## src/rtl/bve_pkg.sv

```systemverilog
// Shared types, codes and arithmetic helpers for the Bezier volume evaluator.
package bve_pkg;

   // Counter and index fields carried between controller and lanes
   localparam int IDX_MAX_W = 4;

   localparam logic       OP_WRITE = 1'b0;
   localparam logic       OP_EVAL  = 1'b1;

   localparam logic [1:0] CSR_DEGREE_I = 2'd0;
   localparam logic [1:0] CSR_DEGREE_J = 2'd1;
   localparam logic [1:0] CSR_DEGREE_K = 2'd2;

   localparam logic [2:0]  DEGREE_RESET = 3'd3;
   localparam logic [16:0] ONE_Q16      = 17'd65536;

   typedef enum logic [2:0] {
      ST_IDLE,
      ST_LOADK,
      ST_SETUP,
      ST_RED,
      ST_DRAIN,
      ST_STORE,
      ST_OUTPUT
   } state_type;

   typedef enum logic [1:0] {
      LVL_K,
      LVL_J,
      LVL_I
   } level_type;

   typedef struct packed {
      logic                 ld_en;
      logic [IDX_MAX_W-1:0] ld_idx;
      logic                 copy_col;
      logic                 copy_pl;
      logic                 mul_en;
      logic [16:0]          t;
      logic                 add_en;
      logic [IDX_MAX_W-1:0] add_idx;
      logic                 add_last;
      logic                 col_wr;
      logic                 pl_wr;
      logic [IDX_MAX_W-1:0] st_idx;
      logic                 out_load;
   } lane_cmd_type;

   function automatic logic signed [31:0] sat32(input logic signed [35:0] v);
      logic signed [35:0] hi;
      logic signed [35:0] lo;
      hi = 36'sd2147483647;
      lo = -36'sd2147483648;
      if (v > hi) begin
         sat32 = 32'sh7fffffff;
      end else if (v < lo) begin
         sat32 = 32'sh80000000;
      end else begin
         sat32 = v[31:0];
      end
   endfunction

   function automatic logic [16:0] clamp_param(input logic [16:0] p);
      clamp_param = (p > ONE_Q16) ? ONE_Q16 : p;
   endfunction

endpackage

```

## src/rtl/bve_lane.sv

```systemverilog
// One coordinate lane: reduction buffers, interpolation multiplier and result register.
module bve_lane #(
   parameter int SIDE  = 8,
   parameter int IDX_W = 3
) (
   input  logic                clock,
   input  bve_pkg::lane_cmd_type cmd,
   input  logic [31:0]         ram_rdata,
   output logic signed [31:0]  disp
);
   import bve_pkg::*;

   logic signed [31:0] cbuf_ff [SIDE];
   logic signed [31:0] cbuf_in [SIDE];
   logic signed [31:0] nbuf_ff [SIDE];
   logic signed [31:0] nbuf_in [SIDE];
   logic signed [31:0] col_ff  [SIDE];
   logic signed [31:0] col_in  [SIDE];
   logic signed [31:0] pl_ff   [SIDE];
   logic signed [31:0] pl_in   [SIDE];
   logic signed [31:0] a_ff;
   logic signed [50:0] prod_ff;
   logic signed [50:0] prod_in;
   logic signed [31:0] disp_ff;
   logic signed [31:0] disp_in;

   logic signed [32:0] diff;
   logic signed [17:0] t_s;
   logic signed [50:0] rnd;
   logic signed [35:0] sum;
   logic signed [31:0] res;
   logic [IDX_W-1:0]   li;
   logic [IDX_W-1:0]   ai;
   logic [IDX_W-1:0]   si;

   assign li = cmd.ld_idx[IDX_W-1:0];
   assign ai = cmd.add_idx[IDX_W-1:0];
   assign si = cmd.st_idx[IDX_W-1:0];

   // Multiply the operand difference by the parameter
   assign diff    = {cbuf_ff[1][31], cbuf_ff[1]} - {cbuf_ff[0][31], cbuf_ff[0]};
   assign t_s     = $signed({1'b0, cmd.t});
   assign prod_in = diff * t_s;

   // Round half up for both signs, then add back the base
   assign rnd = (prod_ff + 51'sd32768) >>> 16;
   assign sum = 36'(a_ff) + 36'($signed(rnd[34:0]));
   assign res = sat32(sum);

   always_comb begin
      cbuf_in = cbuf_ff;
      nbuf_in = nbuf_ff;
      col_in  = col_ff;
      pl_in   = pl_ff;
      disp_in = disp_ff;
      priority if (cmd.ld_en) begin
         cbuf_in[li] = ram_rdata;
      end else if (cmd.copy_col) begin
         cbuf_in = col_ff;
      end else if (cmd.copy_pl) begin
         cbuf_in = pl_ff;
      end else if (cmd.mul_en) begin
         for (int k = 0; k < SIDE - 1; k++) begin
            cbuf_in[k] = cbuf_ff[k+1];
         end
      end else if (cmd.add_en && cmd.add_last) begin
         cbuf_in     = nbuf_ff;
         cbuf_in[ai] = res;
      end
      if (cmd.add_en) begin
         nbuf_in[ai] = res;
      end
      if (cmd.col_wr) begin
         col_in[si] = cbuf_ff[0];
      end
      if (cmd.pl_wr) begin
         pl_in[si] = cbuf_ff[0];
      end
      if (cmd.out_load) begin
         disp_in = cbuf_ff[0];
      end
   end

   always_ff @(posedge clock) begin
      cbuf_ff <= cbuf_in;
      nbuf_ff <= nbuf_in;
      col_ff  <= col_in;
      pl_ff   <= pl_in;
      a_ff    <= cbuf_ff[0];
      prod_ff <= prod_in;
      disp_ff <= disp_in;
   end

   assign disp = disp_ff;
endmodule

```

## config.mk

```make
export PLATFORM = sky130hd
export DESIGN_NAME = bve_lane
export DESIGN_NICKNAME = d
export VERILOG_FILES = /design/src/rtl/bve_pkg.sv /design/src/rtl/bve_lane.sv
export SDC_FILE = /design/constraint.sdc
export NUM_CORES = 2
export LEC_CHECK = 0
export BUFFER_PORTS_ARGS = -buffer_cell sky130_fd_sc_hd__buf_4
export CAP_MARGIN = 5
export CORE_MARGIN = 2
export CORE_UTILIZATION = 47
export DETAILED_ROUTE_END_ITERATION = 8
export HOLD_SLACK_MARGIN = 0.05
export PLACE_DENSITY = 0.65
export SYNTH_ARGS = -nofsm -noshare
export SYNTH_HDL_FRONTEND = slang
export SYNTH_SLANG_ARGS = --single-unit
```

## constraint.sdc

```tcl
create_clock -name clock -period 24.3 [get_ports clock]
set_input_delay 2.43 -clock clock [delete_from_list [all_inputs] [get_ports clock]]
set_output_delay 2.43 -clock clock [all_outputs]
set_load 0.03 [all_outputs]
```

==> metrics.txt <==
Area contributors post-synth=edfxtp_1, fa_1, nand2_1; Gate Count Post-Synth=6085; fin nets=6846; crit path kind=flop to flop; clock sinks=1124; # DRC=0; Synth area leader=edfxtp_1; Critical Path RT=24960 ps; Clk Latency, worst-skew pair=750 ps; share of cells above drive strength 1=0.08329; Seq/Total Area, Yosys=0.4793; worst min-delay path class=flop to flop; Final Hold Viols=0; first-pass GRT wire length=336.8 mm; RSZ-0062 raised after global routing=false; post-cts repair resize count=0; Largest stage delay, worst path=960 ps; fin cells=8066; Setup crit end kind=flop; number of global-route vias before repair=50100; Top FF cell, synth=edfxtp_1; CTS tree=yes; Crit Path Max Fanout=19; f_max=92.59 MHz; Vias=51100; Area growth, synth to finish=9.671%; GP Congestion=0.8703; Final Slew Violations=0; Final Critical Period=10800 ps; Clock transition at path regs=70 ps; die area=149900 sq um; syn nets=6877; Rel. slew slack=0.07480; Setup Buffers After CTS=0; Starting Density=0.4734; DRT Wirelength=231.4 mm; crit share post-route=0.4444; initial antenna violation count=10; GRT Overall Usage=0.3048; Setup Skew=29.73 ps; mapped cell area=69000 sq um; core area=145700 sq um; number of flops mapped to enable cells by yosys=1056; Min Hold Slack=485.3 ps; Avg Vias per Cell=6.335; grt total ovfl=0; Antenna Nets Post-Route=0; worst-margin pin slew=1383 ps; Cell variety after synth=101; maxcap violations=0; Avg Cell Area, Syn=11.34 sq um; Setup Total Neg Slack=0 ps; first drt pass iteration count=8; Worst Setup Start Kind=flop; H-tree depth=3; pin count of the biggest net entering global routing=121; TritonCTS Buffers=111; Synth Warn #=0; Clk Tree Root Cell=clkbuf_16; drt initial violations=7095; Post-Place Cells=7858; DP HPWL=144.7 mm; CP arrival=11460 ps; I/O Buffers=99; area share of the largest cell type after synthesis=0.4596; Seq cells post-synth=1124; R2R setup slack=13500 ps; status=finished, final reports clean; chip height=387.2 um; Die Span X=387.2 um; Core Rows=140; Async S/R FF share, synth=0; CP max-delay cell=edfxtp_1; Post-CTS Hold Fix Bufs=0; clock tree buffer depth=3; Setup-failing EPs final=0; cell mode on critical path=fa_1; io pins=103; DR WL/cell=28.69 um
==> worst paths after layout <==
path                 from     endpoint  cells past startpoint
max          cbuf_ff[224]  prod_ff[50]                     35
min reg2reg  cbuf_ff[249]  col_ff[249]                      0
min          cbuf_ff[249]  col_ff[249]                      0
max reg2reg  cbuf_ff[224]  prod_ff[50]                     35
==> worst max-delay path, delay by kind of cell (launching register included) <==
kind                     cells  cell delay, ps
AO/OA/AOI/OAI               17            4480
adder cells (fa/ha/maj)      9            3960
buffers and inverters        6             490
flip-flops                   1             960
AND/OR/NAND/NOR              3             820
==> sequential cells by signal, indices dropped and copies added (netlist names) <==
name,flops
prod_ff,36
a_ff,32
nbuf_ff,256
col_ff,256
disp,32
cbuf_ff,256
pl_ff,256
==> final cells by class <==
type	count	area [sq um]
Sequential cell	1124	33070
Antenna cell	2	5.005
Clock buffer	138	2910
Clock inverter	68	723.2
Tap cell	1917	2399
Timing Repair Buffer	251	1933
Fill cell	12690	70070
Inverter	649	2439
Multi-Input combinational cell	3917	32190
==> metrics by stage <==
| stage | utilization | cell area (sq um) | worst slack, ps |
|---|---|---|---|
| floorplan | - | 69000 | 15330 |
| global placement | 0.4942 | 72030 | 13650 |
| detailed placement | 0.4942 | 72030 | 13560 |
| CTS | 0.5192 | 75670 | 13580 |
| global route | 0.5192 | 75670 | 13010 |
| finish | 0.5192 | 75670 | 13500 |
==> cells in the mapped netlist (19+ instances only) <==
cell,instances
edfxtp_1,1056
nand2_1,701
inv_1,647
fa_1,536
o21ai_0,374
clkbuf_1,315
nor2_1,314
a21oi_1,268
and2_1,232
ha_1,185
a221o_1,119
o22ai_1,115
a21o_1,105
xnor2_1,87
a22oi_1,75
dfxtp_1,68
o221ai_1,56
a221oi_1,46
o21a_1,45
nand2b_1,43
nand3_1,42
xor2_1,39
buf_2,38
a31oi_1,37
o21ai_1,31
and3_1,30
o211ai_1,28
o211a_1,26
o31ai_1,25
nor2b_1,24
buf_1,22
o32ai_1,21
a222oi_1,20
nand4_1,19
nor3_1,19
==> logic make-up after synthesis <==
kind of cell / after synthesis / synth area share
adders and majority gates: 721 / 0.1891
AOI/OAI and AO/OA: 1573 / 0.1570
buffers and inverters: 1044 / 0.05879
DFF: 1124 / 0.4793
xor gates and xnor gates: 128 / 0.01647
and+or+nand+nor: 1485 / 0.09787
muxes: 10 / 0.001487
==> layout by cell type (no fill, tap or decap), types with 68 or more instances in the layout <==
cell type | netlist | final
edfxtp_1 | 1056 | 1056
inv_1 | 647 | 646
o21ai_0 | 374 | 373
xnor2_1 | 87 | 85
ha_1 | 185 | 185
a22oi_1 | 75 | 75
clkbuf_16 | 0 | 112
a21o_1 | 105 | 105
nand2_1 | 701 | 700
fa_1 | 536 | 536
dfxtp_1 | 68 | 68
a21oi_1 | 268 | 260
nor2_1 | 314 | 290
o22ai_1 | 115 | 115
and2_1 | 232 | 232
buf_4 | 12 | 245
a221o_1 | 119 | 119
==> layer usage <==
layer	routed length (um)	GRT usage	share of wire
met1	86790	0.4125	0.38
met2	105300	0.4810	0.46
met3	29380	0.06761	0.13
met4	9878	0.1173	0.043
met5	63	0	0.00027
Power is not shown: default switching activity piles up to over one toggle a cycle in this logic, so the estimate is an artifact.
