==> src/rtl/bve_pkg.sv <==
// Shared types, codes and arithmetic helpers for the Bezier volume evaluator.
package bve_pkg;

   // Counter and index fields carried between controller and lanes
   localparam int IDX_MAX_W = 4;

   localparam logic       OP_WRITE = 1'b0;
   localparam logic       OP_EVAL  = 1'b1;

   localparam logic [1:0] CSR_DEGREE_I = 2'd0;
   localparam logic [1:0] CSR_DEGREE_J = 2'd1;
   localparam logic [1:0] CSR_DEGREE_K = 2'd2;

   localparam logic [2:0]  DEGREE_RESET = 3'd3;
   localparam logic [16:0] ONE_Q16      = 17'd65536;

   typedef enum logic [2:0] {
      ST_IDLE,
      ST_LOADK,
      ST_SETUP,
      ST_RED,
      ST_DRAIN,
      ST_STORE,
      ST_OUTPUT
   } state_type;

   typedef enum logic [1:0] {
      LVL_K,
      LVL_J,
      LVL_I
   } level_type;

   typedef struct packed {
      logic                 ld_en;
      logic [IDX_MAX_W-1:0] ld_idx;
      logic                 copy_col;
      logic                 copy_pl;
      logic                 mul_en;
      logic [16:0]          t;
      logic                 add_en;
      logic [IDX_MAX_W-1:0] add_idx;
      logic                 add_last;
      logic                 col_wr;
      logic                 pl_wr;
      logic [IDX_MAX_W-1:0] st_idx;
      logic                 out_load;
   } lane_cmd_type;

   function automatic logic signed [31:0] sat32(input logic signed [35:0] v);
      logic signed [35:0] hi;
      logic signed [35:0] lo;
      hi = 36'sd2147483647;
      lo = -36'sd2147483648;
      if (v > hi) begin
         sat32 = 32'sh7fffffff;
      end else if (v < lo) begin
         sat32 = 32'sh80000000;
      end else begin
         sat32 = v[31:0];
      end
   endfunction

   function automatic logic [16:0] clamp_param(input logic [16:0] p);
      clamp_param = (p > ONE_Q16) ? ONE_Q16 : p;
   endfunction

endpackage

==> src/rtl/bve_ctrl.sv <==
// Controller: handshakes, degree registers and the reduction sequencer.
module bve_ctrl #(
   parameter int MAX_DEGREE = 7,
   parameter int IDX_W      = 3
) (
   input  logic                   clock,
   input  logic                   reset,
   input  logic                   req_valid,
   output logic                   req_ready,
   input  logic                   req_op,
   input  logic [2:0]             req_index_i,
   input  logic [2:0]             req_index_j,
   input  logic [2:0]             req_index_k,
   input  logic [16:0]            req_param_u,
   input  logic [16:0]            req_param_v,
   input  logic [16:0]            req_param_w,
   output logic                   rsp_valid,
   input  logic                   rsp_ready,
   input  logic                   csr_valid,
   output logic                   csr_ready,
   input  logic [1:0]             csr_index,
   input  logic [2:0]             csr_data,
   output logic                   ram_we,
   output logic [3*IDX_W-1:0]     ram_waddr,
   output logic [3*IDX_W-1:0]     ram_raddr,
   output bve_pkg::lane_cmd_type  cmd
);
   import bve_pkg::*;

   state_type        state_ff, state_in;
   level_type        lvl_ff, lvl_in;
   logic [IDX_W-1:0] ci_ff, ci_in, cj_ff, cj_in, ck_ff, ck_in;
   logic [IDX_W-1:0] m_ff, m_in, len_ff, len_in;
   logic [2:0]       deg_i_ff, deg_i_in, deg_j_ff, deg_j_in, deg_k_ff, deg_k_in;
   logic [16:0]      pu_ff, pu_in, pv_ff, pv_in, pw_ff, pw_in;
   logic             ld_en_ff, ld_en_in;
   logic [IDX_W-1:0] ld_idx_ff, ld_idx_in;
   logic             add_en_ff, add_en_in, add_last_ff, add_last_in;
   logic [IDX_W-1:0] add_idx_ff, add_idx_in;
   logic             rsp_valid_ff, rsp_valid_in;

   logic [IDX_W-1:0] ni, nj, nk, nlvl;
   logic             idx_ok;

   assign ni = (int'(deg_i_ff) > MAX_DEGREE) ? IDX_W'(MAX_DEGREE) : IDX_W'(deg_i_ff);
   assign nj = (int'(deg_j_ff) > MAX_DEGREE) ? IDX_W'(MAX_DEGREE) : IDX_W'(deg_j_ff);
   assign nk = (int'(deg_k_ff) > MAX_DEGREE) ? IDX_W'(MAX_DEGREE) : IDX_W'(deg_k_ff);

   assign idx_ok = (int'(req_index_i) <= MAX_DEGREE) && (int'(req_index_j) <= MAX_DEGREE)
                   && (int'(req_index_k) <= MAX_DEGREE);

   assign csr_ready = 1'b1;
   assign rsp_valid = rsp_valid_ff;
   assign ram_waddr = {IDX_W'(req_index_i), IDX_W'(req_index_j), IDX_W'(req_index_k)};
   assign ram_raddr = {ci_ff, cj_ff, ck_ff};

   always_comb begin
      deg_i_in = deg_i_ff;
      deg_j_in = deg_j_ff;
      deg_k_in = deg_k_ff;
      if (csr_valid) begin
         unique case (csr_index)
            CSR_DEGREE_I: deg_i_in = csr_data;
            CSR_DEGREE_J: deg_j_in = csr_data;
            CSR_DEGREE_K: deg_k_in = csr_data;
            default: ;
         endcase
      end
   end

   always_comb begin
      unique case (lvl_ff)
         LVL_K:   nlvl = nk;
         LVL_J:   nlvl = nj;
         default: nlvl = ni;
      endcase
   end

   always_comb begin
      state_in    = state_ff;
      lvl_in      = lvl_ff;
      ci_in       = ci_ff;
      cj_in       = cj_ff;
      ck_in       = ck_ff;
      m_in        = m_ff;
      len_in      = len_ff;
      pu_in       = pu_ff;
      pv_in       = pv_ff;
      pw_in       = pw_ff;
      ld_en_in    = 1'b0;
      ld_idx_in   = ck_ff;
      add_en_in   = 1'b0;
      add_idx_in  = m_ff;
      add_last_in = 1'b0;
      req_ready   = 1'b0;
      ram_we      = 1'b0;

      cmd          = '0;
      cmd.ld_en    = ld_en_ff;
      cmd.ld_idx   = IDX_MAX_W'(ld_idx_ff);
      cmd.add_en   = add_en_ff;
      cmd.add_idx  = IDX_MAX_W'(add_idx_ff);
      cmd.add_last = add_last_ff;
      unique case (lvl_ff)
         LVL_K:   cmd.t = pw_ff;
         LVL_J:   cmd.t = pv_ff;
         default: cmd.t = pu_ff;
      endcase

      unique case (state_ff)
         ST_IDLE: begin
            req_ready = 1'b1;
            if (req_valid) begin
               if (req_op == OP_WRITE) begin
                  ram_we = idx_ok;
               end else begin
                  pu_in    = clamp_param(req_param_u);
                  pv_in    = clamp_param(req_param_v);
                  pw_in    = clamp_param(req_param_w);
                  ci_in    = '0;
                  cj_in    = '0;
                  ck_in    = '0;
                  lvl_in   = LVL_K;
                  state_in = ST_LOADK;
               end
            end
         end
         ST_LOADK: begin
            ld_en_in = 1'b1;
            if (ck_ff == nk) begin
               state_in = ST_SETUP;
            end else begin
               ck_in = ck_ff + 1'b1;
            end
         end
         ST_SETUP: begin
            cmd.copy_col = (lvl_ff == LVL_J);
            cmd.copy_pl  = (lvl_ff == LVL_I);
            len_in       = nlvl;
            m_in         = '0;
            state_in     = (nlvl == '0) ? ST_STORE : ST_RED;
         end
         ST_RED: begin
            cmd.mul_en  = 1'b1;
            add_en_in   = 1'b1;
            add_last_in = (m_ff == len_ff - 1'b1);
            if (m_ff == len_ff - 1'b1) begin
               state_in = ST_DRAIN;
            end else begin
               m_in = m_ff + 1'b1;
            end
         end
         ST_DRAIN: begin
            // the round's last result merges into the working buffer now
            if (len_ff == IDX_W'(1)) begin
               state_in = ST_STORE;
            end else begin
               len_in   = len_ff - 1'b1;
               m_in     = '0;
               state_in = ST_RED;
            end
         end
         ST_STORE: begin
            unique case (lvl_ff)
               LVL_K: begin
                  cmd.col_wr = 1'b1;
                  cmd.st_idx = IDX_MAX_W'(cj_ff);
                  if (cj_ff == nj) begin
                     lvl_in   = LVL_J;
                     state_in = ST_SETUP;
                  end else begin
                     cj_in    = cj_ff + 1'b1;
                     ck_in    = '0;
                     state_in = ST_LOADK;
                  end
               end
               LVL_J: begin
                  cmd.pl_wr  = 1'b1;
                  cmd.st_idx = IDX_MAX_W'(ci_ff);
                  if (ci_ff == ni) begin
                     lvl_in   = LVL_I;
                     state_in = ST_SETUP;
                  end else begin
                     ci_in    = ci_ff + 1'b1;
                     cj_in    = '0;
                     ck_in    = '0;
                     lvl_in   = LVL_K;
                     state_in = ST_LOADK;
                  end
               end
               default: begin
                  state_in = ST_OUTPUT;
               end
            endcase
         end
         ST_OUTPUT: begin
            if (!rsp_valid_ff || rsp_ready) begin
               cmd.out_load = 1'b1;
               state_in     = ST_IDLE;
            end
         end
         default: begin
            state_in = ST_IDLE;
         end
      endcase

      if (cmd.out_load) begin
         rsp_valid_in = 1'b1;
      end else if (rsp_ready) begin
         rsp_valid_in = 1'b0;
      end else begin
         rsp_valid_in = rsp_valid_ff;
      end
   end

   always_ff @(posedge clock) begin
      if (reset) begin
         state_ff     <= ST_IDLE;
         lvl_ff       <= LVL_K;
         deg_i_ff     <= DEGREE_RESET;
         deg_j_ff     <= DEGREE_RESET;
         deg_k_ff     <= DEGREE_RESET;
         ld_en_ff     <= 1'b0;
         add_en_ff    <= 1'b0;
         add_last_ff  <= 1'b0;
         rsp_valid_ff <= 1'b0;
      end else begin
         state_ff     <= state_in;
         lvl_ff       <= lvl_in;
         deg_i_ff     <= deg_i_in;
         deg_j_ff     <= deg_j_in;
         deg_k_ff     <= deg_k_in;
         ld_en_ff     <= ld_en_in;
         add_en_ff    <= add_en_in;
         add_last_ff  <= add_last_in;
         rsp_valid_ff <= rsp_valid_in;
      end
      ci_ff      <= ci_in;
      cj_ff      <= cj_in;
      ck_ff      <= ck_in;
      m_ff       <= m_in;
      len_ff     <= len_in;
      pu_ff      <= pu_in;
      pv_ff      <= pv_in;
      pw_ff      <= pw_in;
      ld_idx_ff  <= ld_idx_in;
      add_idx_ff <= add_idx_in;
   end

   a_no_overwrite: assert property (@(posedge clock) disable iff (reset)
      cmd.out_load |-> !(rsp_valid_ff && !rsp_ready))
      else $error("pending result overwritten");

   a_step_in_round: assert property (@(posedge clock) disable iff (reset)
      cmd.mul_en |-> (m_ff < len_ff))
      else $error("interpolation step beyond round length");

   a_merge_alone: assert property (@(posedge clock) disable iff (reset)
      (cmd.add_en && cmd.add_last) |-> !cmd.mul_en && $past(state_ff == ST_RED))
      else $error("round merge collides with a shift");

   a_read_in_degree: assert property (@(posedge clock) disable iff (reset)
      (state_ff == ST_LOADK) |-> (ck_ff <= nk) && (cj_ff <= nj) && (ci_ff <= ni))
      else $error("lattice read outside active degree");
endmodule

==> config.mk <==
export PLATFORM = sky130hd
export DESIGN_NAME = bve_ctrl
export DESIGN_NICKNAME = d
export VERILOG_FILES = /design/src/rtl/bve_pkg.sv /design/src/rtl/bve_ctrl.sv
export SDC_FILE = /design/constraint.sdc
export NUM_CORES = 1
export LEC_CHECK = 0
export BUFFER_PORTS_ARGS = -buffer_cell sky130_fd_sc_hd__buf_2
export CORE_UTILIZATION = 55
export CTS_CLUSTER_DIAMETER = 150
export DETAILED_ROUTE_END_ITERATION = 10
export MAX_ROUTING_LAYER = met4
export PLACE_DENSITY_LB_ADDON = 0.08
export SLEW_MARGIN = 10
export SYNTH_ARGS = -nofsm -noshare
export SYNTH_HDL_FRONTEND = slang
export SYNTH_SLANG_ARGS = --single-unit
==> constraint.sdc <==
create_clock -name clock -period 3.88 [get_ports clock]
set_input_delay 0.194 -clock clock [delete_from_list [all_inputs] [get_ports clock]]
set_output_delay 0.194 -clock clock [all_outputs]
set_load 0.01 [all_outputs]
==> impl_metrics.prom, run 1 <==
# TYPE chip_impl_metric gauge
chip_impl_info{name="global_route.peak_usage_layer",value="met2"} 1
chip_impl_metric{name="area_growth_syn_to_layout",unit="%"} 15.7
chip_impl_metric{name="synth.distinct_cells",unit=""} 42
chip_impl_metric{name="detail-route-antenna-nets",unit=""} 0
chip_impl_metric{name="groute.layer.met2.usage",unit="%"} 38.4
chip_impl_metric{name="peakVddDrop",unit="µV"} 176
chip_impl_metric{name="synthCells",unit=""} 402
chip_impl_info{name="timing.hold.worst_endpoint",value="deg_k_ff[0]"} 1
chip_impl_metric{name="synth-warning-count",unit=""} 0
chip_impl_metric{name="grt_use_total",unit="%"} 23.1
chip_impl_metric{name="wire_per_inst",unit="µm"} 15.2
chip_impl_metric{name="setup_ws",unit="ns"} 1.67
chip_impl_metric{name="synth.ff_latch_count",unit=""} 90
chip_impl_metric{name="dpl_wire_length",unit="mm"} 6.70
chip_impl_metric{name="first_global_vias",unit=""} 2994
chip_impl_metric{name="fraction_of_layout_instances_using_a_drive_strength_above_1",unit="%"} 26.4
chip_impl_metric{name="rr_worst_depth",unit=""} 3
chip_impl_metric{name="synth-seq-area-share",unit="%"} 55.0
chip_impl_metric{name="async_reset_ff_share",unit="%"} 0
chip_impl_metric{name="clkSinkCount",unit=""} 90
chip_impl_metric{name="via_per_inst",unit=""} 5.31
chip_impl_info{name="rsz0062_at_grt",value="false"} 1
chip_impl_info{name="timing.setup.critical_path_class",value="reg2out"} 1
chip_impl_metric{name="r2r_slack",unit="ns"} 1.74
chip_impl_info{name="outcome",value="complete, no violations"} 1
chip_impl_metric{name="cts_repair_resize_count",unit=""} 0
chip_impl_metric{name="number_of_flops_mapped_to_enable_cells_by_yosys",unit=""} 66
chip_impl_info{name="registers_with_the_highest_flip_flop_counts",value="pu_ff: 17 flops, pv_ff: 17 flops, pw_ff: 17 flops"} 1
chip_impl_info{name="cts_tree",value="built"} 1
chip_impl_metric{name="finalSetupViolations",unit=""} 0
chip_impl_metric{name="grt_start_max_net_pins",unit=""} 52
chip_impl_metric{name="final_weighted_congestion_of_routability_driven_global_placement",unit=""} 0.873
chip_impl_info{name="min_from",value="csr_data[0]"} 1
chip_impl_info{name="root_buffer",value="clkbuf_8"} 1
chip_impl_metric{name="critical_path_arrival",unit="ns"} 2.01
chip_impl_metric{name="number_of_antenna_violations_at_the_first_check_in_global_routing",unit=""} 0
chip_impl_metric{name="htree_levels",unit=""} 3
chip_impl_metric{name="portBuffers",unit=""} 108
chip_impl_info{name="yosys_most_used_dff",value="edfxtp_1"} 1
chip_impl_metric{name="finalWirelength",unit="mm"} 9.11
chip_impl_metric{name="design_area",unit="µm²"} 5180
chip_impl_metric{name="mappedNetlistArea",unit="µm²"} 4480
chip_impl_info{name="critPathLaunchType",value="flip-flop"} 1
chip_impl_metric{name="first_pass_iters",unit=""} 4
chip_impl_metric{name="finalSetupTns",unit="ns"} 0
chip_impl_metric{name="worst-path-max-fanout",unit=""} 15
chip_impl_metric{name="mean_syn_cell_area",unit="µm²"} 11.1
chip_impl_metric{name="hold_depth",unit=""} 3
chip_impl_metric{name="drv_cap",unit=""} 0
chip_impl_info{name="critical_path.startpoint",value="state_ff[2]"} 1
chip_impl_metric{name="pwr_cell_area",unit="nW/µm²"} 393
chip_impl_metric{name="cts.clk_slew.worst_paths",unit="ns"} 0.09
chip_impl_metric{name="clkLatencyLatePin",unit="ns"} 0.35
chip_impl_metric{name="finalHoldViolCount",unit=""} 0
chip_impl_info{name="r2r-start",value="state_ff[0]"} 1
chip_impl_info{name="worst_setup_path_end_kind",value="output pin"} 1
chip_impl_metric{name="initial_utilization",unit="%"} 57.4
chip_impl_metric{name="total_power",unit="mW"} 2.03
chip_impl_metric{name="total_of_hold_buffers_inserted_after_clock_tree_synthesis",unit=""} 0
chip_impl_metric{name="global_route_wire_length_before_repair",unit="mm"} 14.5
chip_impl_metric{name="floorplan.core_area",unit="µm²"} 7810
chip_impl_info{name="reg2reg_to",value="pv_ff[10]"} 1
chip_impl_metric{name="floorplan_die_width",unit="µm"} 92.2
chip_impl_info{name="worst_hold_path_type",value="in2reg"} 1
chip_impl_metric{name="post-cts-setup-buffer-count",unit=""} 0
chip_impl_metric{name="utilization",unit="%"} 66.4
chip_impl_metric{name="fp-row-count",unit=""} 32
chip_impl_metric{name="min_period",unit="ns"} 2.21
chip_impl_metric{name="design.portCount",unit=""} 131
chip_impl_metric{name="drcViolationCount",unit=""} 0
chip_impl_metric{name="fp.dieArea",unit="µm²"} 8510
chip_impl_metric{name="dr_vias",unit=""} 3180
chip_impl_metric{name="timing_max_transition_violations_final",unit=""} 0
chip_impl_metric{name="first_iter_violations",unit=""} 134
chip_impl_metric{name="min_period_over_period",unit="%"} 56.9
chip_impl_metric{name="design.final.nets",unit=""} 569
chip_impl_metric{name="antenna_cells",unit=""} 0
chip_impl_metric{name="achievable-frequency",unit="GHz"} 0.453
chip_impl_metric{name="grt_overflow",unit=""} 0
chip_impl_metric{name="cts-buffers-inserted",unit=""} 9
chip_impl_metric{name="slew-limit-headroom",unit="%"} 31.2
chip_impl_metric{name="dp_slack",unit="ns"} 1.75
chip_impl_metric{name="grt_use_met1",unit="%"} 28.6
chip_impl_metric{name="ctsLongestPathBuffers",unit=""} 2
chip_impl_metric{name="cp.required",unit="ns"} 3.69
chip_impl_metric{name="grt.met3_usage",unit="%"} 3.98
chip_impl_metric{name="worst_clock_skew",unit="ns"} 0.0142
chip_impl_metric{name="die_y",unit="µm"} 92.2
chip_impl_metric{name="worst-slew-pin-transition",unit="ns"} 1.03
chip_impl_metric{name="power_leakage",unit="nW"} 2.05
chip_impl_metric{name="placed_area",unit="µm²"} 4960
## stage by stage
step / hold slack, ns / std cells
2_1_floorplan: 0.319 / 404
3_3_place_gp: 0.388 / 583
3_5_place_dp: 0.388 / 583
4_1_cts: 0.0844 / 599
5_1_grt: 0.0880 / 599
6_report: 0.0967 / 599
## worst max-delay path by stage
stage                to  cells after the start
3_5_place_dp   pu_ff[3]                      3
2_1_floorplan  pu_ff[0]                      4
4_1_cts          cmd[5]                      4
3_3_place_gp   pv_ff[3]                      3
6_report         cmd[5]                      4
5_1_grt          cmd[5]                      4
## layout by cell type (no fill, tap or decap), types with 3 or more instances in the layout
| master | netlist | routed |
|---|---|---|
| ha_1 | 6 | 6 |
| edfxtp_1 | 66 | 66 |
| and3b_1 | 3 | 3 |
| clkinv_4 | 0 | 3 |
| and3_1 | 4 | 4 |
| nand2b_1 | 5 | 5 |
| nor3_1 | 10 | 10 |
| o21ai_0 | 26 | 26 |
| mux2i_1 | 34 | 34 |
| nor2b_1 | 53 | 53 |
| buf_2 | 6 | 108 |
| a41oi_1 | 3 | 3 |
| clkbuf_8 | 0 | 9 |
| dfxtp_1 | 24 | 24 |
| inv_1 | 11 | 10 |
| nor2_1 | 24 | 24 |
| a21oi_1 | 7 | 7 |
| xor2_1 | 13 | 13 |
| nor4_1 | 14 | 14 |
| conb_1 | 2 | 4 |
| nand3b_1 | 4 | 4 |
| xnor2_1 | 4 | 4 |
| nand2_1 | 33 | 33 |
## power breakdown
part | internal (mW) | leakage [nW] | switching, mW
Sequential | 1.09 | 0.826 | 0.0310
Combinational | 0.0919 | 1.12 | 0.121
Clock | 0.366 | 0.110 | 0.332
Total | 1.55 | 2.05 | 0.484
## Yosys cell counts (3+ instances only)
library cell,instances,share of area [%]
edfxtp_1,66,44
nor2b_1,53,7.4
mux2i_1,34,7.6
nand2_1,33,2.8
o21ai_0,26,2.9
dfxtp_1,24,11
nor2_1,24,2.0
buf_4,18,3.0
nor4_1,14,2.0
xor2_1,13,2.5
inv_1,11,0.92
nor3_1,10,1.1
a21oi_1,7,0.78
clkbuf_1,7,0.59
buf_2,6,0.67
ha_1,6,1.7
nand2b_1,5,0.70
and3_1,4,0.56
nand3b_1,4,0.67
xnor2_1,4,0.78
a41oi_1,3,0.59
and3b_1,3,0.59
## worst max-delay path, cell delays in order, from the launching register on
cell and delay [ns]:
dfxtp_1 0.60, nor2b_1 0.32, nand2_1 0.26, nor2_1 0.30, buf_2 0.18
## cell type report
cell class,count,area [µm²]
clock inverter,6,91.3
clock buffer,10,128
timing repair buffer,110,556
fill,655,2630
multi-input combinational,269,1770
inverter,12,45.0
tap,102,128
sequential,90,2460
## logic make-up (layout without fill, tap and decap cells)
| logic type | count (synthesis) | in the layout | synth area share, % |
|---|---|---|---|
| compound gates | 45 | 45 | 5.95 |
| simple gates | 159 | 159 | 19.3 |
| buf+inv | 45 | 138 | 5.62 |
| other cells | 2 | 4 | 0.168 |
| flops | 90 | 90 | 55.0 |
| fa+ha+maj | 6 | 6 | 1.68 |
| xor+xnor | 18 | 18 | 3.83 |
| mux | 37 | 37 | 8.52 |
## routing by layer
metal  share of wire [%]  wire length (µm)  vias to the layer above
met5                   0                 0                        -
met4                0.98                89                        0
met3                 4.9               442                        9
met2                  51              4630                      113
met1                  43              3940                     1468
li1                    -                 -                     1590
No activity file was read; power rests on OpenSTA's default activity.
==> run 2: changes to the inputs <==
--- a/config.mk
+++ b/config.mk
@@ -6,7 +6,7 @@
 export NUM_CORES = 1
 export LEC_CHECK = 0
 export BUFFER_PORTS_ARGS = -buffer_cell sky130_fd_sc_hd__buf_2
-export CORE_UTILIZATION = 55
+export CORE_UTILIZATION = 47
 export CTS_CLUSTER_DIAMETER = 150
 export DETAILED_ROUTE_END_ITERATION = 10
 export MAX_ROUTING_LAYER = met4
==> constraint.sdc (replaced) <==
create_clock -name clock -period 1.8 [get_ports clock]
set_input_delay 0.09 -clock clock [delete_from_list [all_inputs] [get_ports clock]]
set_output_delay 0.09 -clock clock [all_outputs]
set_load 0.01 [all_outputs]
==> run 2 against run 1 <==
  * First-iteration DRC count shrank 25%
  * Non-clock buffer count increased by 27
  * Power increased by 120%
  * Sequential power is 120% higher
  * Sequential share of layout area shrank 2.6 points
  * Final cell count increased by 9.0%
  * Global-route usage fell by 1.3 points
  * Sequential cell count is the same
  * Via count up 6.3%
  * Largest power group unchanged
  * Highest routed layer unchanged
==> impl_metrics.prom, run 2 (synthesized netlist as in run 1, its figures left out) <==
# TYPE chip_impl_metric gauge
chip_impl_info{name="outcome",value="complete, no violations"} 1
chip_impl_metric{name="grt_use_total",unit="%"} 21.8
chip_impl_metric{name="htree_levels",unit=""} 3
chip_impl_metric{name="clkSinkCount",unit=""} 90
chip_impl_metric{name="grt_start_max_net_pins",unit=""} 52
chip_impl_metric{name="dp_slack",unit="ns"} 0.0186
chip_impl_metric{name="area_growth_syn_to_layout",unit="%"} 23.2
chip_impl_metric{name="achievable-frequency",unit="GHz"} 0.570
chip_impl_metric{name="first_iter_violations",unit=""} 101
chip_impl_metric{name="slew-limit-headroom",unit="%"} 40.8
chip_impl_info{name="critPathLaunchType",value="flip-flop"} 1
chip_impl_info{name="slowest_stage",value="edfxtp_1"} 1
chip_impl_metric{name="total_power",unit="mW"} 4.43
chip_impl_info{name="r2r-start",value="cj_ff[2]"} 1
chip_impl_metric{name="cp.required",unit="ns"} 1.89
chip_impl_metric{name="design.final.nets",unit=""} 596
chip_impl_info{name="root_buffer",value="clkbuf_8"} 1
chip_impl_metric{name="drcViolationCount",unit=""} 0
chip_impl_metric{name="worst-path-max-fanout",unit=""} 3
chip_impl_metric{name="fraction_of_layout_instances_using_a_drive_strength_above_1",unit="%"} 32.6
chip_impl_metric{name="min_period_over_period",unit="%"} 97.5
chip_impl_info{name="rsz0062_at_grt",value="true"} 1
chip_impl_info{name="critical-path-top-delay-family",value="compound AO/OA/AOI/OAI gates"} 1
chip_impl_metric{name="detail-route-antenna-nets",unit=""} 0
chip_impl_metric{name="fp-row-count",unit=""} 35
chip_impl_info{name="registers_with_the_highest_flip_flop_counts",value="pu_ff: 17 flops, pv_ff: 17 flops, pw_ff: 17 flops"} 1
chip_impl_info{name="timing.setup.critical_path_class",value="reg2reg"} 1
chip_impl_info{name="layout_commonest_cell",value="buf_2"} 1
chip_impl_metric{name="die_y",unit="µm"} 99.6
chip_impl_metric{name="cp.buffers_inverters",unit=""} 1
chip_impl_metric{name="worst_clock_skew",unit="ns"} 0.0115
chip_impl_metric{name="dp_cells",unit=""} 634
chip_impl_metric{name="layoutNonFillerInstCount",unit=""} 653
chip_impl_metric{name="first_pass_iters",unit=""} 4
chip_impl_metric{name="clkLatencyLatePin",unit="ns"} 0.36
chip_impl_metric{name="cts-buffers-inserted",unit=""} 9
chip_impl_metric{name="setup_ws",unit="ns"} 0.0447
chip_impl_metric{name="via_per_inst",unit=""} 5.18
chip_impl_metric{name="number_of_antenna_violations_at_the_first_check_in_global_routing",unit=""} 0
chip_impl_metric{name="grt_overflow",unit=""} 0
chip_impl_metric{name="rr_worst_depth",unit=""} 6
chip_impl_metric{name="initial_utilization",unit="%"} 48.5
chip_impl_metric{name="global_route_wire_length_before_repair",unit="mm"} 15.8
chip_impl_info{name="worst_hold_path_type",value="in2reg"} 1
chip_impl_metric{name="final_weighted_congestion_of_routability_driven_global_placement",unit=""} 0.897
chip_impl_metric{name="critical_path_arrival",unit="ns"} 1.84
chip_impl_metric{name="worst-slew-pin-transition",unit="ns"} 0.876
chip_impl_metric{name="fp.dieArea",unit="µm²"} 9920
chip_impl_info{name="crit_chain",value="xor2_1, nor4_2, a211oi_2, nor2_1, a211oi_1, buf_4"} 1
chip_impl_metric{name="min_period",unit="ns"} 1.76
chip_impl_metric{name="power_leakage",unit="nW"} 2.19
chip_impl_metric{name="pwr_cell_area",unit="nW/µm²"} 802
chip_impl_info{name="min_from",value="req_param_u[16]"} 1
chip_impl_metric{name="finalWirelength",unit="mm"} 10.3
chip_impl_metric{name="timing_max_transition_violations_final",unit=""} 0
chip_impl_metric{name="slowest_delay",unit="ns"} 0.43
chip_impl_metric{name="finalHoldViolCount",unit=""} 0
chip_impl_metric{name="final.fill_count",unit=""} 821
chip_impl_info{name="timing.hold.worst_endpoint",value="pu_ff[16]"} 1
chip_impl_metric{name="wire_per_inst",unit="µm"} 15.7
chip_impl_metric{name="portBuffers",unit=""} 108
chip_impl_metric{name="peakVddDrop",unit="µV"} 465
chip_impl_metric{name="r2r_slack",unit="ns"} 0.04
chip_impl_metric{name="cts.clk_slew.worst_paths",unit="ns"} 0.10
chip_impl_info{name="cts_tree",value="built"} 1
chip_impl_metric{name="regArea",unit="µm²"} 2480
chip_impl_info{name="highest_count_cells_in_the_layout_ignoring_fill_and_taps",value="buf_2 (108), edfxtp_1 (66), nor2b_1 (52), mux2i_1 (34), nand2_1 (33)"} 1
chip_impl_metric{name="floorplan.core_area",unit="µm²"} 9240
chip_impl_metric{name="dpl_wire_length",unit="mm"} 7.61
chip_impl_metric{name="dr_vias",unit=""} 3380
chip_impl_metric{name="drv_cap",unit=""} 0
chip_impl_metric{name="antenna_cells",unit=""} 0
chip_impl_metric{name="multi_input_comb_area",unit="µm²"} 1830
chip_impl_info{name="reg2reg_to",value="ck_ff[0]"} 1
chip_impl_metric{name="finalSetupViolations",unit=""} 0
chip_impl_metric{name="floorplan_die_width",unit="µm"} 99.6
chip_impl_info{name="worst_setup_path_end_kind",value="flip-flop"} 1
chip_impl_metric{name="design.portCount",unit=""} 131
chip_impl_metric{name="hold_depth",unit=""} 1
chip_impl_metric{name="ctsLongestPathBuffers",unit=""} 2
chip_impl_metric{name="first_global_vias",unit=""} 3269
run 2: cell count changes in the layout (fill, tap and decap cells not counted), moves of 2 or more:
cell / previous run / this run
buf_12: 0 / 2
dfxtp_4: 0 / 4
buf_4: 2 / 24
o21ai_1: 0 / 2
nor3_1: 10 / 8
clkinv_4: 3 / 1
clkinvlp_4: 0 / 3
o21ai_0: 26 / 24
inv_8: 0 / 2
dlygate4sd3_1: 0 / 2
dfxtp_1: 24 / 19
run 2: metrics by stage:
| stage | hold WS [ns] | cell area (µm²) | utilization [%] | TNS [ns] |
|---|---|---|---|---|
| after CTS | 0.00615 | 5460 | 59.1 | 0 |
| after global routing | 0.0126 | 5520 | 59.7 | -0.394 |
| after global placement | 0.180 | 5210 | 56.4 | 0 |
| final | 0.0224 | 5520 | 59.7 | 0 |
| after floorplan | 0.215 | 4520 | - | 0 |
| after detailed placement | 0.180 | 5210 | 56.4 | 0 |
run 2: power breakdown:
| part | switching, mW | internal, mW | leakage [nW] | total [mW] |
|---|---|---|---|---|
| Sequential | 0.0605 | 2.35 | 0.830 | 2.41 |
| Clock | 0.801 | 0.669 | 0.0999 | 1.47 |
| Combinational | 0.295 | 0.249 | 1.26 | 0.543 |
| Total | 1.16 | 3.27 | 2.19 | 4.43 |
run 2: cell type report:
class	instances	share of cell area [%]
multi-input cells	269	33.1
clock buffers	9	2.24
inverters	12	0.884
clock inverters	7	1.54
well taps	129	2.92
repair buffers	137	14.4
flip-flops and latches	90	44.9
run 2: how the worst max path moves through the flow:
| stage | startpoint | to | slack, ns | cells after the start |
|---|---|---|---|---|
| after floorplan | ci_ff[0] | ck_ff[0] | 0.01 | 5 |
| after global placement | ci_ff[1] | ck_ff[2] | 0.10 | 6 |
| after detailed placement | len_ff[0] | add_idx_in[0] | 0.02 | 7 |
| after CTS | lvl_ff[0] | cmd[25] | 0.01 | 4 |
| after global routing | cj_ff[2] | ck_ff[1] | -0.08 | 6 |
| final | cj_ff[2] | ck_ff[0] | 0.04 | 6 |
run 2: metal layers:
layer  wire (µm)  track usage, %
met1        4410            25.4
met2        5310            37.9
met3         454            4.99
met4          70            5.77
met5           0               -
run 2: worst register-to-register path: stages, from the launching register on:
cell	delay, ns
edfxtp_1	0.43
xor2_1	0.20
nor4_2	0.09
a211oi_2	0.27
nor2_1	0.12
a211oi_1	0.22
buf_4	0.16
run 2: what timing repair did:
item | in CTS | in global routing
hold buffers | 2 | 0
resized for setup | 6 | 14
pin swaps | 0 | 1
endpoints found under the hold margin | 4 | 0
endpoints found under the setup margin | 20 | 20
setup buffers | 0 | 1
==> run 3: changes to the inputs <==
--- a/config.mk
+++ b/config.mk
@@ -10,7 +10,9 @@
 export CTS_CLUSTER_DIAMETER = 150
 export DETAILED_ROUTE_END_ITERATION = 10
 export MAX_ROUTING_LAYER = met4
-export PLACE_DENSITY_LB_ADDON = 0.08
+export PLACE_DENSITY = 0.74
+export RECOVER_POWER = 100
+export REMOVE_ABC_BUFFERS = 1
 export SLEW_MARGIN = 10
 export SYNTH_ARGS = -nofsm -noshare
 export SYNTH_HDL_FRONTEND = slang
==> run 3 against run 2 <==
  * Critical path depth fell by 1
  * Via count decreased by 2.9%
  * Register-to-register slack hardly changed
  * Die area unchanged
  * Hold slack improved by 0.0035 ns
  * Design area fell by 2.5%
  * Clock skew up 0.0017 ns
  * Critical path type unchanged
  * Largest power group unchanged
==> impl_metrics.prom, run 3 (synthesized netlist as in run 1, its figures left out) <==
# TYPE chip_impl_metric gauge
chip_impl_info{name="outcome",value="complete, no violations"} 1
chip_impl_metric{name="grt_overflow",unit=""} 0
chip_impl_info{name="worst_hold_path_type",value="in2reg"} 1
chip_impl_metric{name="cts-buffers-inserted",unit=""} 9
chip_impl_metric{name="clkLatencyLatePin",unit="ns"} 0.36
chip_impl_metric{name="cp.required",unit="ns"} 1.91
chip_impl_metric{name="worst_clock_skew",unit="ns"} 0.0132
chip_impl_metric{name="floorplan_die_width",unit="µm"} 99.6
chip_impl_metric{name="grt_use_total",unit="%"} 21.3
chip_impl_info{name="root_buffer",value="clkbuf_8"} 1
chip_impl_metric{name="p_switching",unit="mW"} 1.08
chip_impl_metric{name="clkSinkCount",unit=""} 90
chip_impl_info{name="layout_commonest_cell",value="buf_2"} 1
chip_impl_info{name="registers_with_the_highest_flip_flop_counts",value="pu_ff: 17 flops, pv_ff: 17 flops, pw_ff: 17 flops"} 1
chip_impl_metric{name="wire_per_inst",unit="µm"} 14.8
chip_impl_metric{name="switching_share",unit="%"} 25.9
chip_impl_info{name="r2r-start",value="cj_ff[2]"} 1
chip_impl_metric{name="pwr_cell_area",unit="nW/µm²"} 772
chip_impl_metric{name="fraction_of_layout_instances_using_a_drive_strength_above_1",unit="%"} 24.1
chip_impl_metric{name="first_pass_iters",unit=""} 4
chip_impl_metric{name="antenna_cells",unit=""} 0
chip_impl_metric{name="drcViolationCount",unit=""} 0
chip_impl_metric{name="design.final.nets",unit=""} 598
chip_impl_metric{name="first_global_vias",unit=""} 3305
chip_impl_metric{name="finalWirelength",unit="mm"} 9.68
chip_impl_metric{name="finalSetupTns",unit="ns"} 0
chip_impl_metric{name="design_area",unit="µm²"} 5380
chip_impl_metric{name="dpl_wire_length",unit="mm"} 7.58
chip_impl_metric{name="final.fill_count",unit=""} 824
chip_impl_metric{name="total_power",unit="mW"} 4.15
chip_impl_metric{name="design.portCount",unit=""} 131
chip_impl_metric{name="min_period_over_period",unit="%"} 98.1
chip_impl_metric{name="final_weighted_congestion_of_routability_driven_global_placement",unit=""} 0.910
chip_impl_metric{name="grt_start_max_net_pins",unit=""} 44
chip_impl_metric{name="slew-limit-headroom",unit="%"} 51.9
chip_impl_metric{name="finalHoldViolCount",unit=""} 0
chip_impl_metric{name="comb_power_share",unit="%"} 12.1
chip_impl_info{name="highest_count_cells_in_the_layout_ignoring_fill_and_taps",value="buf_2 (70), edfxtp_1 (66), nor2b_1 (53), clkbuf_1 (42), mux2i_1 (34)"} 1
chip_impl_metric{name="drv_cap",unit=""} 0
chip_impl_metric{name="power_leakage",unit="nW"} 2.03
chip_impl_metric{name="portBuffers",unit=""} 108
chip_impl_metric{name="achievable-frequency",unit="GHz"} 0.567
chip_impl_metric{name="floorplan.core_area",unit="µm²"} 9240
chip_impl_metric{name="global_route_wire_length_before_repair",unit="mm"} 15.8
chip_impl_info{name="timing.setup.critical_path_class",value="reg2reg"} 1
chip_impl_info{name="min_from",value="req_param_v[10]"} 1
chip_impl_metric{name="critical_path_arrival",unit="ns"} 1.88
chip_impl_metric{name="power.clock.fraction",unit="%"} 29.9
chip_impl_info{name="critPathLaunchType",value="flip-flop"} 1
chip_impl_metric{name="cts.clk_slew.worst_paths",unit="ns"} 0.10
chip_impl_metric{name="ctsLongestPathBuffers",unit=""} 2
chip_impl_metric{name="htree_levels",unit=""} 3
chip_impl_info{name="rsz0062_at_grt",value="false"} 1
chip_impl_metric{name="first_iter_violations",unit=""} 100
chip_impl_info{name="worst_setup_path_end_kind",value="flip-flop"} 1
chip_impl_metric{name="min_period",unit="ns"} 1.77
chip_impl_info{name="critical_path.startpoint",value="cj_ff[2]"} 1
chip_impl_metric{name="placed_area",unit="µm²"} 5200
chip_impl_metric{name="finalSetupViolations",unit=""} 0
chip_impl_metric{name="power_report.internal_total",unit="mW"} 3.08
chip_impl_metric{name="timing_max_transition_violations_final",unit=""} 0
chip_impl_metric{name="fp.dieArea",unit="µm²"} 9920
chip_impl_metric{name="initial_utilization",unit="%"} 48.5
chip_impl_metric{name="hold_slack",unit="ns"} 0.0259
chip_impl_metric{name="via_per_inst",unit=""} 5.01
chip_impl_metric{name="seq_power_share",unit="%"} 58.0
chip_impl_info{name="cts_tree",value="built"} 1
chip_impl_metric{name="worst-path-max-fanout",unit=""} 3
chip_impl_metric{name="area_growth_syn_to_layout",unit="%"} 20.2
chip_impl_metric{name="fp-row-count",unit=""} 35
chip_impl_metric{name="worst-slew-pin-transition",unit="ns"} 0.712
chip_impl_metric{name="number_of_antenna_violations_at_the_first_check_in_global_routing",unit=""} 0
chip_impl_metric{name="detail-route-antenna-nets",unit=""} 0
chip_impl_metric{name="dr_vias",unit=""} 3283
chip_impl_metric{name="die_y",unit="µm"} 99.6
chip_impl_metric{name="peakVddDrop",unit="µV"} 350
==> run 3: cell count changes in the layout (fill, tap and decap cells not counted), sizes merged <==
cell	before	now
buf	135	84
bufinv	1	0
clkbuf	9	62
clkinv	1	2
clkinvlp	3	4
inv	14	13
==> run 3: area by class of cell <==
cell class	count	area [µm²]	share of cell area (%)
Clock inverter	7	52.6	0.977
Inverter	12	45.0	0.837
Clock buffer	9	124	2.30
Tap cell	129	161	3.00
Sequential cell	90	2470	45.9
Multi-Input combinational cell	269	1820	33.8
Timing Repair Buffer	139	712	13.2
==> run 3: path summary, 6_finish.rpt <==
| check | depth (start not counted) | to | slack [ns] |
|---|---|---|---|
| min reg2reg | 0 | ld_idx_ff[1] | 0.46 |
| max reg2reg | 5 | cj_ff[0] | 0.03 |
| max | 5 | cj_ff[0] | 0.03 |
| min | 2 | pv_ff[10] | 0.03 |
==> run 3: what timing repair did <==
action / 4_1_cts / 5_1_grt
hold buffers: 2 / 0
endpoints found under the setup margin: 14 / 17
buffers inserted: 0 / 1
endpoints found under the hold margin: 5 / 0
resized for setup: 6 / 10
==> run 3: power by group through the flow <==
stage / Combinational, mW / Clock (mW) / Sequential, mW
floorplan: 0.239 / 0 / 2.47
global placement: 0.504 / 0 / 2.45
detailed placement: 0.515 / 0 / 2.46
CTS: 0.524 / 1.27 / 2.41
global route: 0.557 / 1.36 / 2.42
finish: 0.501 / 1.24 / 2.41
==> run 3: worst max-delay path, cell delays in order (launching register included) <==
cell,delay [ns]
edfxtp_1,0.41
xor2_1,0.15
nor4_1,0.45
a211oi_2,0.11
nor2_1,0.24
nor2b_1,0.16
==> run 3: metrics by stage <==
stage | instances | utilization, % | worst slack, ns
finish | 655 | 58.2 | 0.0349
global placement | 636 | 56.3 | 0.0291
detailed placement | 636 | 56.3 | -0.0931
floorplan | 371 | - | -0.630
global route | 655 | 58.2 | 0.00647
CTS | 654 | 58.6 | 0.00778
==> run 3: routing by layer <==
metal / up-vias / part of all wire [%] / global-route usage [%]
met5: - / 0 / -
met3: 15 / 4.6 / 4.22
li1: 1630 / - / -
met2: 113 / 51 / 37.4
met4: 0 / 1.3 / 6.56
met1: 1525 / 43 / 24.7
